--- src/bls_pkg.sv ---
// shared types and constants for the boot loop safe mode tracker
package bls_pkg;

    localparam int STREAK_W  = 8;
    localparam int COUNT_W   = 32;
    localparam int REASON_W  = 4;
    localparam int CFG_IDX_W = 1;
    localparam int CFG_DAT_W = 32;
    localparam int S_DATA_W  = 8;
    localparam int M_DATA_W  = 56;

    localparam logic [STREAK_W-1:0] STREAK_MAX        = 8'd255;
    localparam logic [STREAK_W-1:0] THRESHOLD_DEFAULT = 8'd3;
    localparam logic [COUNT_W-1:0]  CLEAN_DEFAULT     = 32'd600000;
    localparam logic [COUNT_W-1:0]  UPTIME_MAX        = 32'hFFFF_FFFF;

    typedef enum logic {
        ACT_BOOT = 1'b0,
        ACT_TICK = 1'b1
    } t_action;

    typedef enum logic [CFG_IDX_W-1:0] {
        REG_SAFE_THRESHOLD = 1'b0,
        REG_CLEAN_UPTIME   = 1'b1
    } t_reg_index;

    localparam logic [REASON_W-1:0] RST_UNKNOWN   = 4'd0;
    localparam logic [REASON_W-1:0] RST_POWERON   = 4'd1;
    localparam logic [REASON_W-1:0] RST_EXT       = 4'd2;
    localparam logic [REASON_W-1:0] RST_SW        = 4'd3;
    localparam logic [REASON_W-1:0] RST_PANIC     = 4'd4;
    localparam logic [REASON_W-1:0] RST_INT_WDT   = 4'd5;
    localparam logic [REASON_W-1:0] RST_TASK_WDT  = 4'd6;
    localparam logic [REASON_W-1:0] RST_WDT       = 4'd7;
    localparam logic [REASON_W-1:0] RST_DEEPSLEEP = 4'd8;
    localparam logic [REASON_W-1:0] RST_BROWNOUT  = 4'd9;
    localparam logic [REASON_W-1:0] RST_SDIO      = 4'd10;

    typedef struct packed {
        logic                cleared_now;
        logic [COUNT_W-1:0]  total_boots;
        logic [STREAK_W-1:0] brownout_count;
        logic [STREAK_W-1:0] abnormal_count;
        logic                safe_on;
    } t_result;

    function automatic logic reason_is_abnormal(input logic [REASON_W-1:0] r);
        return (r == RST_PANIC) || (r == RST_INT_WDT) || (r == RST_TASK_WDT) ||
               (r == RST_WDT) || (r == RST_BROWNOUT);
    endfunction

    function automatic logic [STREAK_W-1:0] sat_inc(input logic [STREAK_W-1:0] v);
        return (v == STREAK_MAX) ? STREAK_MAX : v + 1'b1;
    endfunction

endpackage

--- src/bls_core.sv ---
// tracker state and its per-event update
module bls_core (
    input  logic                          i_clk,
    input  logic                          i_rst_n,
    input  logic                          i_fire,
    input  logic                          i_action,
    input  logic [bls_pkg::REASON_W-1:0]  i_reason,
    input  logic [bls_pkg::STREAK_W-1:0]  i_threshold,
    input  logic [bls_pkg::COUNT_W-1:0]   i_clean_ticks,
    output bls_pkg::t_result              o_result
);
    import bls_pkg::*;

    logic [STREAK_W-1:0] r_abn, n_abn;
    logic [STREAK_W-1:0] r_brn, n_brn;
    logic [COUNT_W-1:0]  r_total, n_total;
    logic [COUNT_W-1:0]  r_up, n_up;
    logic                r_clr_done, n_clr_done;
    logic                r_safe, n_safe;
    logic                cleared;

    always_comb begin
        n_abn      = r_abn;
        n_brn      = r_brn;
        n_total    = r_total;
        n_up       = r_up;
        n_clr_done = r_clr_done;
        n_safe     = r_safe;
        cleared    = 1'b0;
        if (t_action'(i_action) == ACT_BOOT) begin
            n_total = r_total + 1'b1;
            if (reason_is_abnormal(i_reason)) begin
                n_abn = sat_inc(r_abn);
            end else if (i_reason == RST_POWERON) begin
                n_abn = '0;
            end
            if (i_reason == RST_BROWNOUT) begin
                n_brn = sat_inc(r_brn);
            end else if (i_reason == RST_POWERON) begin
                n_brn = '0;
            end
            n_safe     = (n_abn >= i_threshold);
            n_up       = '0;
            n_clr_done = 1'b0;
        end else begin
            if (r_up != UPTIME_MAX) begin
                n_up = r_up + 1'b1;
            end
            // one clean clear per boot, only when there is a streak to clear
            if (!r_clr_done && (r_abn != '0 || r_brn != '0) && n_up >= i_clean_ticks) begin
                n_abn      = '0;
                n_brn      = '0;
                n_clr_done = 1'b1;
                cleared    = 1'b1;
            end
        end
    end

    always_ff @(posedge i_clk) begin
        if (!i_rst_n) begin
            r_abn      <= '0;
            r_brn      <= '0;
            r_total    <= '0;
            r_up       <= '0;
            r_clr_done <= 1'b0;
            r_safe     <= 1'b0;
        end else if (i_fire) begin
            r_abn      <= n_abn;
            r_brn      <= n_brn;
            r_total    <= n_total;
            r_up       <= n_up;
            r_clr_done <= n_clr_done;
            r_safe     <= n_safe;
        end
    end

    assign o_result.safe_on        = n_safe;
    assign o_result.abnormal_count = n_abn;
    assign o_result.brownout_count = n_brn;
    assign o_result.total_boots    = n_total;
    assign o_result.cleared_now    = cleared;

endmodule

--- src/boot_loop_safe_mode_tracker.sv ---
// top level of the boot loop safe mode tracker
//
//  channel   dir  handshake            payload
//  s_*       in   tvalid/tready        tdata: reset_reason; tuser: action
//  m_*       out  tvalid/tready        tdata: safe_on..cleared_now
//  cfg_*     in   we                   index, data
//
// one beat per cycle while the output is not stalled; a result appears in the cycle after its input beat.
// state update and result come from short combinational logic between the
// accepted beat and the result register.
// reset clears the streaks, the counters and the output valid.
// input ready stays high while the result register is empty or being taken.
module boot_loop_safe_mode_tracker (
    input  logic                            i_clk,
    input  logic                            i_rst_n,
    input  logic                            i_s_tvalid,
    output logic                            o_s_tready,
    input  logic [bls_pkg::S_DATA_W-1:0]    i_s_tdata,  // [3:0] reset_reason, [7:4] zero
    input  logic                            i_s_tuser,  // [0] action
    output logic                            o_m_tvalid,
    input  logic                            i_m_tready,
    // [0] safe_on, [8:1] abnormal_count, [16:9] brownout_count,
    // [48:17] total_boots, [49] cleared_now, [55:50] zero
    output logic [bls_pkg::M_DATA_W-1:0]    o_m_tdata,
    input  logic                            i_cfg_we,
    input  logic [bls_pkg::CFG_IDX_W-1:0]   i_cfg_index,
    input  logic [bls_pkg::CFG_DAT_W-1:0]   i_cfg_data
);
    import bls_pkg::*;

    logic [STREAK_W-1:0] r_threshold;
    logic [COUNT_W-1:0]  r_clean_ticks;
    logic                r_out_valid;
    t_result             r_out;
    t_result             result;
    logic                fire;

    assign o_s_tready = !r_out_valid || i_m_tready;
    assign fire       = i_s_tvalid && o_s_tready;

    always_ff @(posedge i_clk) begin
        if (!i_rst_n) begin
            r_threshold   <= THRESHOLD_DEFAULT;
            r_clean_ticks <= CLEAN_DEFAULT;
        end else if (i_cfg_we) begin
            unique case (t_reg_index'(i_cfg_index))
                REG_SAFE_THRESHOLD: r_threshold   <= i_cfg_data[STREAK_W-1:0];
                REG_CLEAN_UPTIME:   r_clean_ticks <= i_cfg_data[COUNT_W-1:0];
                default: ;
            endcase
        end
    end

    bls_core u_core (
        .i_clk         (i_clk),
        .i_rst_n       (i_rst_n),
        .i_fire        (fire),
        .i_action      (i_s_tuser),
        .i_reason      (i_s_tdata[REASON_W-1:0]),
        .i_threshold   (r_threshold),
        .i_clean_ticks (r_clean_ticks),
        .o_result      (result)
    );

    always_ff @(posedge i_clk) begin
        if (!i_rst_n) begin
            r_out_valid <= 1'b0;
        end else if (fire) begin
            r_out_valid <= 1'b1;
        end else if (i_m_tready) begin
            r_out_valid <= 1'b0;
        end
    end

    always_ff @(posedge i_clk) begin
        if (fire) begin
            r_out <= result;
        end
    end

    assign o_m_tvalid = r_out_valid;
    assign o_m_tdata  = {{(M_DATA_W - $bits(t_result)){1'b0}}, r_out};

endmodule

--- config.mk ---
export PLATFORM = sky130hd
export DESIGN_NAME = boot_loop_safe_mode_tracker
export DESIGN_NICKNAME = d
export VERILOG_FILES = /design/src/bls_pkg.sv /design/src/bls_core.sv /design/src/boot_loop_safe_mode_tracker.sv
export SDC_FILE = /design/constraint.sdc
export NUM_CORES = 1
export LEC_CHECK = 0
export CORE_ASPECT_RATIO = 1.1
export CORE_UTILIZATION = 30
export DETAILED_ROUTE_END_ITERATION = 10
export DONT_BUFFER_PORTS = 1
export SLEW_MARGIN = 10
export SYNTH_ARGS = -nofsm -noshare
export SYNTH_HDL_FRONTEND = slang
export SYNTH_HIERARCHICAL = 1
export SYNTH_SLANG_ARGS = --single-unit
--- constraint.sdc ---
create_clock -name i_clk -period 10.7 [get_ports i_clk]
set_input_delay 1.605 -clock i_clk [delete_from_list [all_inputs] [get_ports i_clk]]
set_output_delay 1.605 -clock i_clk [all_outputs]
set_load 0.1 [all_outputs]
==> results of run 1 <==
-- critical path: stages, from the launching register on --
cell,delay [ps]
dfxtp_1,440
ha_1,300
nand4_1,200
nor4_2,490
nand3_1,470
nand4_1,420
nor2_1,110
xor2_1,160
ha_1,280
nand4_1,130
or3_1,400
a221o_1,290
a31oi_1,310
or2_1,850
o21ai_0,270
-- registers in the layout, summed over array words and instances, names as in the netlist --
register,count
u_core/r_clr_done,1
u_core/r_safe,1
u_core/r_brn,8
r_threshold,8
u_core/r_abn,8
o_m_tdata,50
o_m_tvalid,1
u_core/r_up,32
r_clean_ticks,32
u_core/r_total,32
-- report_power, final --
part	switching, mW	internal [mW]
Sequential	0.0857	0.695
Combinational	0.0606	0.0262
Clock	0.282	0.397
Total	0.428	1.12
-- stage by stage --
step	utilization, %	hold WS [ps]
after floorplan	-	428.4
after global placement	31.35	438.8
after detailed placement	31.35	444.3
after CTS	33.29	453.7
after global routing	33.29	469.1
final	33.29	449.8
-- logic make-up after synthesis --
kind of cell | count (synthesis)
other | 1
multiplexers | 19
adder cells (fa/ha/maj) | 46
AO/OA/AOI/OAI | 206
XOR/XNOR | 81
flip-flops | 173
AND/OR/NAND/NOR | 467
buffers and inverters | 153
-- layer usage --
layer	vias up	track usage, %	wire (microns)
met5	-	0	0
met4	0	4.412	320
met3	21	2.314	884
met2	188	23.07	10720
met1	3714	19.49	11910
li1	4014	-	-
-- layout by cell type (no fill, tap or decap), types with 6 or more instances in the layout --
cell,Yosys,layout
o211ai_2,8,8
o21ai_1,20,20
nor2b_1,10,10
a21o_1,6,6
clkbuf_16,0,17
nand2_1,124,124
nor4_1,11,11
edfxtp_1,50,50
and4_1,11,11
o2bb2ai_1,10,10
o21ai_0,33,33
nand3_1,72,72
a31oi_1,9,9
and3_1,30,30
or3_1,19,19
inv_1,69,69
o211ai_1,6,6
o31a_1,8,8
nand4_1,47,47
nand2b_1,11,11
xor2_1,40,40
xnor2_1,41,41
mux2i_1,17,17
nor2_1,68,68
nor3_1,26,26
a22oi_1,7,7
dfxtp_1,123,123
and2_1,9,8
o22ai_1,8,8
conb_1,1,6
ha_1,46,46
o31ai_1,9,9
a21oi_1,30,30
-- worst max path at each step --
| stage | startpoint | end | slack, ps | depth (start not counted) |
|---|---|---|---|---|
| after global routing | u_core/r_up[0]$_SDFFE_PN0P_ | o_m_tdata[13]$_DFFE_PP_ | 4700 | 14 |
| final | u_core/r_up[0]$_SDFFE_PN0P_ | o_m_tdata[13]$_DFFE_PP_ | 5250 | 14 |
| after detailed placement | u_core/r_up[0]$_SDFFE_PN0P_ | o_m_tdata[13]$_DFFE_PP_ | 5270 | 14 |
| after CTS | u_core/r_up[0]$_SDFFE_PN0P_ | o_m_tdata[13]$_DFFE_PP_ | 5220 | 14 |
| after floorplan | i_m_tready | u_core/r_brn[1]$_SDFFE_PN0P_ | 5540 | 8 |
| after global placement | u_core/r_up[0]$_SDFFE_PN0P_ | o_m_tdata[14]$_DFFE_PP_ | 5310 | 14 |
-- cell usage after synthesis (11+ instances only) --
master and number:
a21oi_1 30, and3_1 30, and4_1 11, buf_2 15
clkbuf_1 45, dfxtp_1 123, edfxtp_1 50, ha_1 46
inv_1 69, mux2i_1 17, nand2_1 124, nand2b_1 11
nand3_1 72, nand4_1 47, nor2_1 68, nor3_1 26
nor4_1 11, o21ai_0 33, o21ai_1 20, or3_1 19
xnor2_1 41, xor2_1 40
-- cell type report --
class,count,area (sq um),area share (%)
multi-input combinational,825,5409,49.93
sequential,173,3964,36.59
tap,426,533.0,4.920
clock buffer,18,429.2,3.961
inverter,69,259.0,2.391
clock inverter,14,202.7,1.871
timing repair buffer,5,37.54,0.3465
==> impl_metrics.json, run 1 <==
{
  "cts_resized": 0,
  "fin_cells": 1530,
  "relSlewSlack_pct": 28.32,
  "cts.sinks": 173,
  "core_sq_um": 32550,
  "cp_max_fo": 29,
  "seq_area_frac_synth_pct": 39.58,
  "synth_top_family_by_area": "simple AND/OR/NAND/NOR gates",
  "grt_pass1_wl_microns": 39630,
  "dpl.hpwl_microns": 15780,
  "ctsRootBufferMaster": "clkbuf_16",
  "fillers": 3359,
  "fmax_mhz": 183.6,
  "syn_inst": 1146,
  "muxShareOfSynthArea_pct": 1.924,
  "antenna_cells": 0,
  "drtPass1Iterations": 5,
  "cp-end-kind": "flop",
  "antenna_left": 0,
  "ff2ff_setup_slack_ps": 5250,
  "clk_path_buf_depth": 2,
  "wl_per_cell_microns": 15.57,
  "post-place-ws_ps": 5274,
  "dp_cells": 1498,
  "whs_endpoint": "r_clean_ticks[28]$_SDFFE_PN0P_",
  "post_synth_fa_ha_maj_area_fraction_pct": 5.746,
  "grt_pass1_vias": 7626,
  "drcViolationCount": 0,
  "holdBufCountCts": 0,
  "clk_pin_slew_ps": 70,
  "io_pins": 105,
  "min_from": "r_clean_ticks[28]$_SDFFE_PN0P_",
  "path_class": "flop to flop",
  "drv_slew": 0,
  "fin_area_sq_um": 10830,
  "postPlaceCellArea_sq_um": 10200,
  "drt_wl_total_microns": 23830,
  "antenna_found_initial": 0,
  "worst_slack_ps": 5253,
  "synthXorXnorAreaFrac_pct": 7.083,
  "tightest_slew_ps": 1075,
  "drive_gt1_share_pct": 5.797,
  "die_w_microns": 176.2,
  "vias": 7937,
  "htreeDepth": 4,
  "postCtsSetupBuffers": 0,
  "hold_violations": 0,
  "tns_ps": 0,
  "outcome": "finished, final reports clean",
  "viasPerCell": 5.188,
  "synth_cell_types": 80,
  "max-cap-violations": 0,
  "gp_congestion": 0.8187,
  "syn2layout_area_growth_pct": 8.169,
  "r2r.worst_path.cells": 14,
  "cts_tree": "built",
  "port_buffers": 0,
  "clkLatencyLatePin_ps": 430,
  "async_flop_share_pct": 0,
  "ys_ff_latch": 173,
  "first_iter_violations": 520,
  "post_synth.cell_area_avg_sq_um": 8.740,
  "num_rows": 69,
  "nets": 1184,
  "p_total_mw": 1.546,
  "start_util_pct": 30.77,
  "crit_arrival_ps": 5570,
  "die_h_microns": 193.6,
  "numCtsBuffers": 17,
  "die_area_sq_um": 34120,
  "min_path_cells": 2,
  "yosysWarnings": 6,
  "crit_required_ps": 10820,
  "fin_skew_ps": 10.21,
  "synth_top_area_share_pct": 24.58,
  "grt_remaining_overflow": 0,
  "synth-simple-area-share_pct": 24.36,
  "synth_edf_count": 50,
  "cp-start-kind": "flop",
  "period_needed_ps": 5447,
  "finalSetupViolations": 0,
  "r2r_end": "o_m_tdata[13]$_DFFE_PP_",
  "synth_flop_cell": "dfxtp_1",
  "worstHoldPathType": "flop to flop",
  "ir_drop_uv": 92.84,
  "netlist_area_sq_um": 10020,
  "r2r-start": "u_core/r_up[0]$_SDFFE_PN0P_",
  "synth_top_area_cell": "dfxtp_1",
  "grt_max_degree": 126,
  "rsz0062_at_grt": "false",
  "leakage_nw": 4.096,
  "synthTopCellsByArea": "dfxtp_1 25%, edfxtp_1 15%, ha_1 5.7%, nand2_1 4.6%, nand3_1 3.6%",
  "track_usage_pct": 14.34,
  "fin_crit_sh_pct": 50.91,
  "synth-compound-area-share_pct": 14.58,
  "powerDensity_nw_per_um2": 142.7
}
(Power assumes the default switching activity.)
==> inputs of run 2 (changes only) <==
Clock period 10.7 ns to 5.5 ns, I/O delays scaled along.
==> run 2 against run 1 <==
Net effect: sequential power up 95%; fmax up 14%; first-iteration DRC count down 0.38%; clock-buffer cell count down 1; critical endpoint is now o_m_tdata[7]$_DFFE_PP_.
==> impl_metrics.json, run 2 (synthesis gave the netlist of run 1 again) <==
{
  "drive_gt1_share_pct": 6.396,
  "fmax_mhz": 210.1,
  "powerDensity_nw_per_um2": 269.1,
  "cts_tree": "built",
  "final_common_cell": "nand2_1",
  "wl_per_cell_microns": 15.48,
  "antenna_cells": 0,
  "min_from": "r_clean_ticks[27]$_SDFFE_PN0P_",
  "leakage_nw": 4.101,
  "fin_area_sq_um": 10840,
  "grt_pass1_wl_microns": 39150,
  "io_pins": 105,
  "fin_cells": 1536,
  "antenna_left": 0,
  "worstHoldPathType": "flop to flop",
  "tns_ps": 0,
  "clk_pin_slew_ps": 80,
  "clk_path_buf_depth": 2,
  "outcome": "finished, final reports clean",
  "die_area_sq_um": 34120,
  "grt_pass1_vias": 7488,
  "drt_wl_total_microns": 23770,
  "holdBufCountCts": 0,
  "largest_register_ffs": 50,
  "r2r-start": "u_core/r_up[0]$_SDFFE_PN0P_",
  "grt_max_degree": 126,
  "fin_crit_sh_pct": 86.52,
  "track_usage_pct": 14.15,
  "postCtsSetupBuffers": 0,
  "period_needed_ps": 4759,
  "cp_slowest_stage_delay_ps": 550,
  "drcViolationCount": 0,
  "critPathMostFrequentCell": "nand4_1",
  "finalSetupViolations": 0,
  "crit_arrival_ps": 4920,
  "postPlaceCellArea_sq_um": 10250,
  "cp-start-kind": "flop",
  "relSlewSlack_pct": 31.32,
  "crit_path_top_delay_cell": "nor4_2",
  "syn2layout_area_growth_pct": 8.257,
  "rsz0062_at_grt": "false",
  "numCtsBuffers": 17,
  "max-cap-violations": 0,
  "htreeDepth": 4,
  "nets": 1190,
  "port_buffers": 0,
  "fin_skew_ps": 12.46,
  "tightest_slew_ps": 1027,
  "ir_drop_uv": 186.0,
  "hold_slack_ps": 448.1,
  "dp_cells": 1504,
  "grt_remaining_overflow": 0,
  "crit_start": "u_core/r_up[0]$_SDFFE_PN0P_",
  "postLayoutCoreUtil_pct": 33.31,
  "viasPerCell": 5.213,
  "ctsRootBufferMaster": "clkbuf_16",
  "worst_slack_ps": 741.3,
  "start_util_pct": 30.77,
  "first_iter_violations": 518,
  "cts.sinks": 173,
  "fillers": 3312,
  "p_total_mw": 2.918,
  "die_w_microns": 176.2,
  "drtPass1Iterations": 6,
  "dpl.hpwl_microns": 15880,
  "cts_resized": 0,
  "path_buf_inv": 1,
  "cp-end-kind": "flop",
  "cp_max_fo": 25,
  "gp_congestion": 0.8167,
  "num_rows": 69,
  "drv_slew": 0,
  "die_h_microns": 193.6,
  "antenna_found_initial": 0,
  "core_sq_um": 32550,
  "clkLatencyLatePin_ps": 430,
  "path_class": "flop to flop",
  "vias": 8007,
  "cp_top_family": "simple AND/OR/NAND/NOR gates",
  "hold_violations": 0,
  "worstPathCellList": "ha_1 > nand4_1 > nor4_2 > nand3_1 > nand4_1 > nor2_1 > xor2_1 > ha_1 > nand4_1 > or3_1 > a221o_1 > a31oi_1 > or2_1 > buf_4 > o21ai_0",
  "layout_common_cells": "124 x nand2_1, 123 x dfxtp_1, 72 x nand3_1",
  "post-place-ws_ps": 817.4,
  "crit_required_ps": 5660
}
-- run 2: cell types whose count changed in the layout (fill, tap and decap cells not counted), sizes merged --
| cell | previous run | this run |
|---|---|---|
| buf | 5 | 11 |
| bufinv | 4 | 1 |
| inv | 75 | 78 |
| clkinvlp | 0 | 2 |
| clkbuf | 18 | 17 |
| clkinv | 4 | 3 |
-- run 2: area by class of cell --
cell class	instances	area [sq um]	share of cell area, %
Tap cell	426	533.0	4.916
Clock inverter	15	170.2	1.569
Clock buffer	17	425.4	3.923
Multi-Input combinational cell	825	5409	49.88
Timing Repair Buffer	11	82.58	0.7616
Sequential cell	173	3964	36.56
Inverter	69	259.0	2.389
-- run 2: routing by layer --
layer,vias to the layer above,GRT usage [%],part of all wire (%)
met3,23,2.725,4.5
met1,3792,19.05,48
met4,0,4.734,1.5
met5,-,0,0
met2,186,22.50,46
li1,4006,-,-
-- run 2: where the power goes --
part           internal, mW  switching [mW]
sequential             1.35           0.167
combinational        0.0518           0.117
clock                 0.651           0.579
-- run 2: worst register-to-register path: stages, from the launching register on --
cell and delay [ps]:
dfxtp_1 450, ha_1 300, nand4_1 180, nor4_2 550, nand3_1 340, nand4_1 320, nor2_1 100, xor2_1 170
ha_1 290, nand4_1 160, or3_1 380, a221o_1 290, a31oi_1 350, or2_1 150, buf_4 290, o21ai_0 180
-- run 2: worst paths after layout --
kind | endpoint | slack, ps | cells after the start
max | o_m_tdata[7]$_DFFE_PP_ | 740 | 15
min | r_clean_ticks[27]$_SDFFE_PN0P_ | 450 | 2
max reg2reg | o_m_tdata[7]$_DFFE_PP_ | 740 | 15
min reg2reg | r_clean_ticks[27]$_SDFFE_PN0P_ | 450 | 2
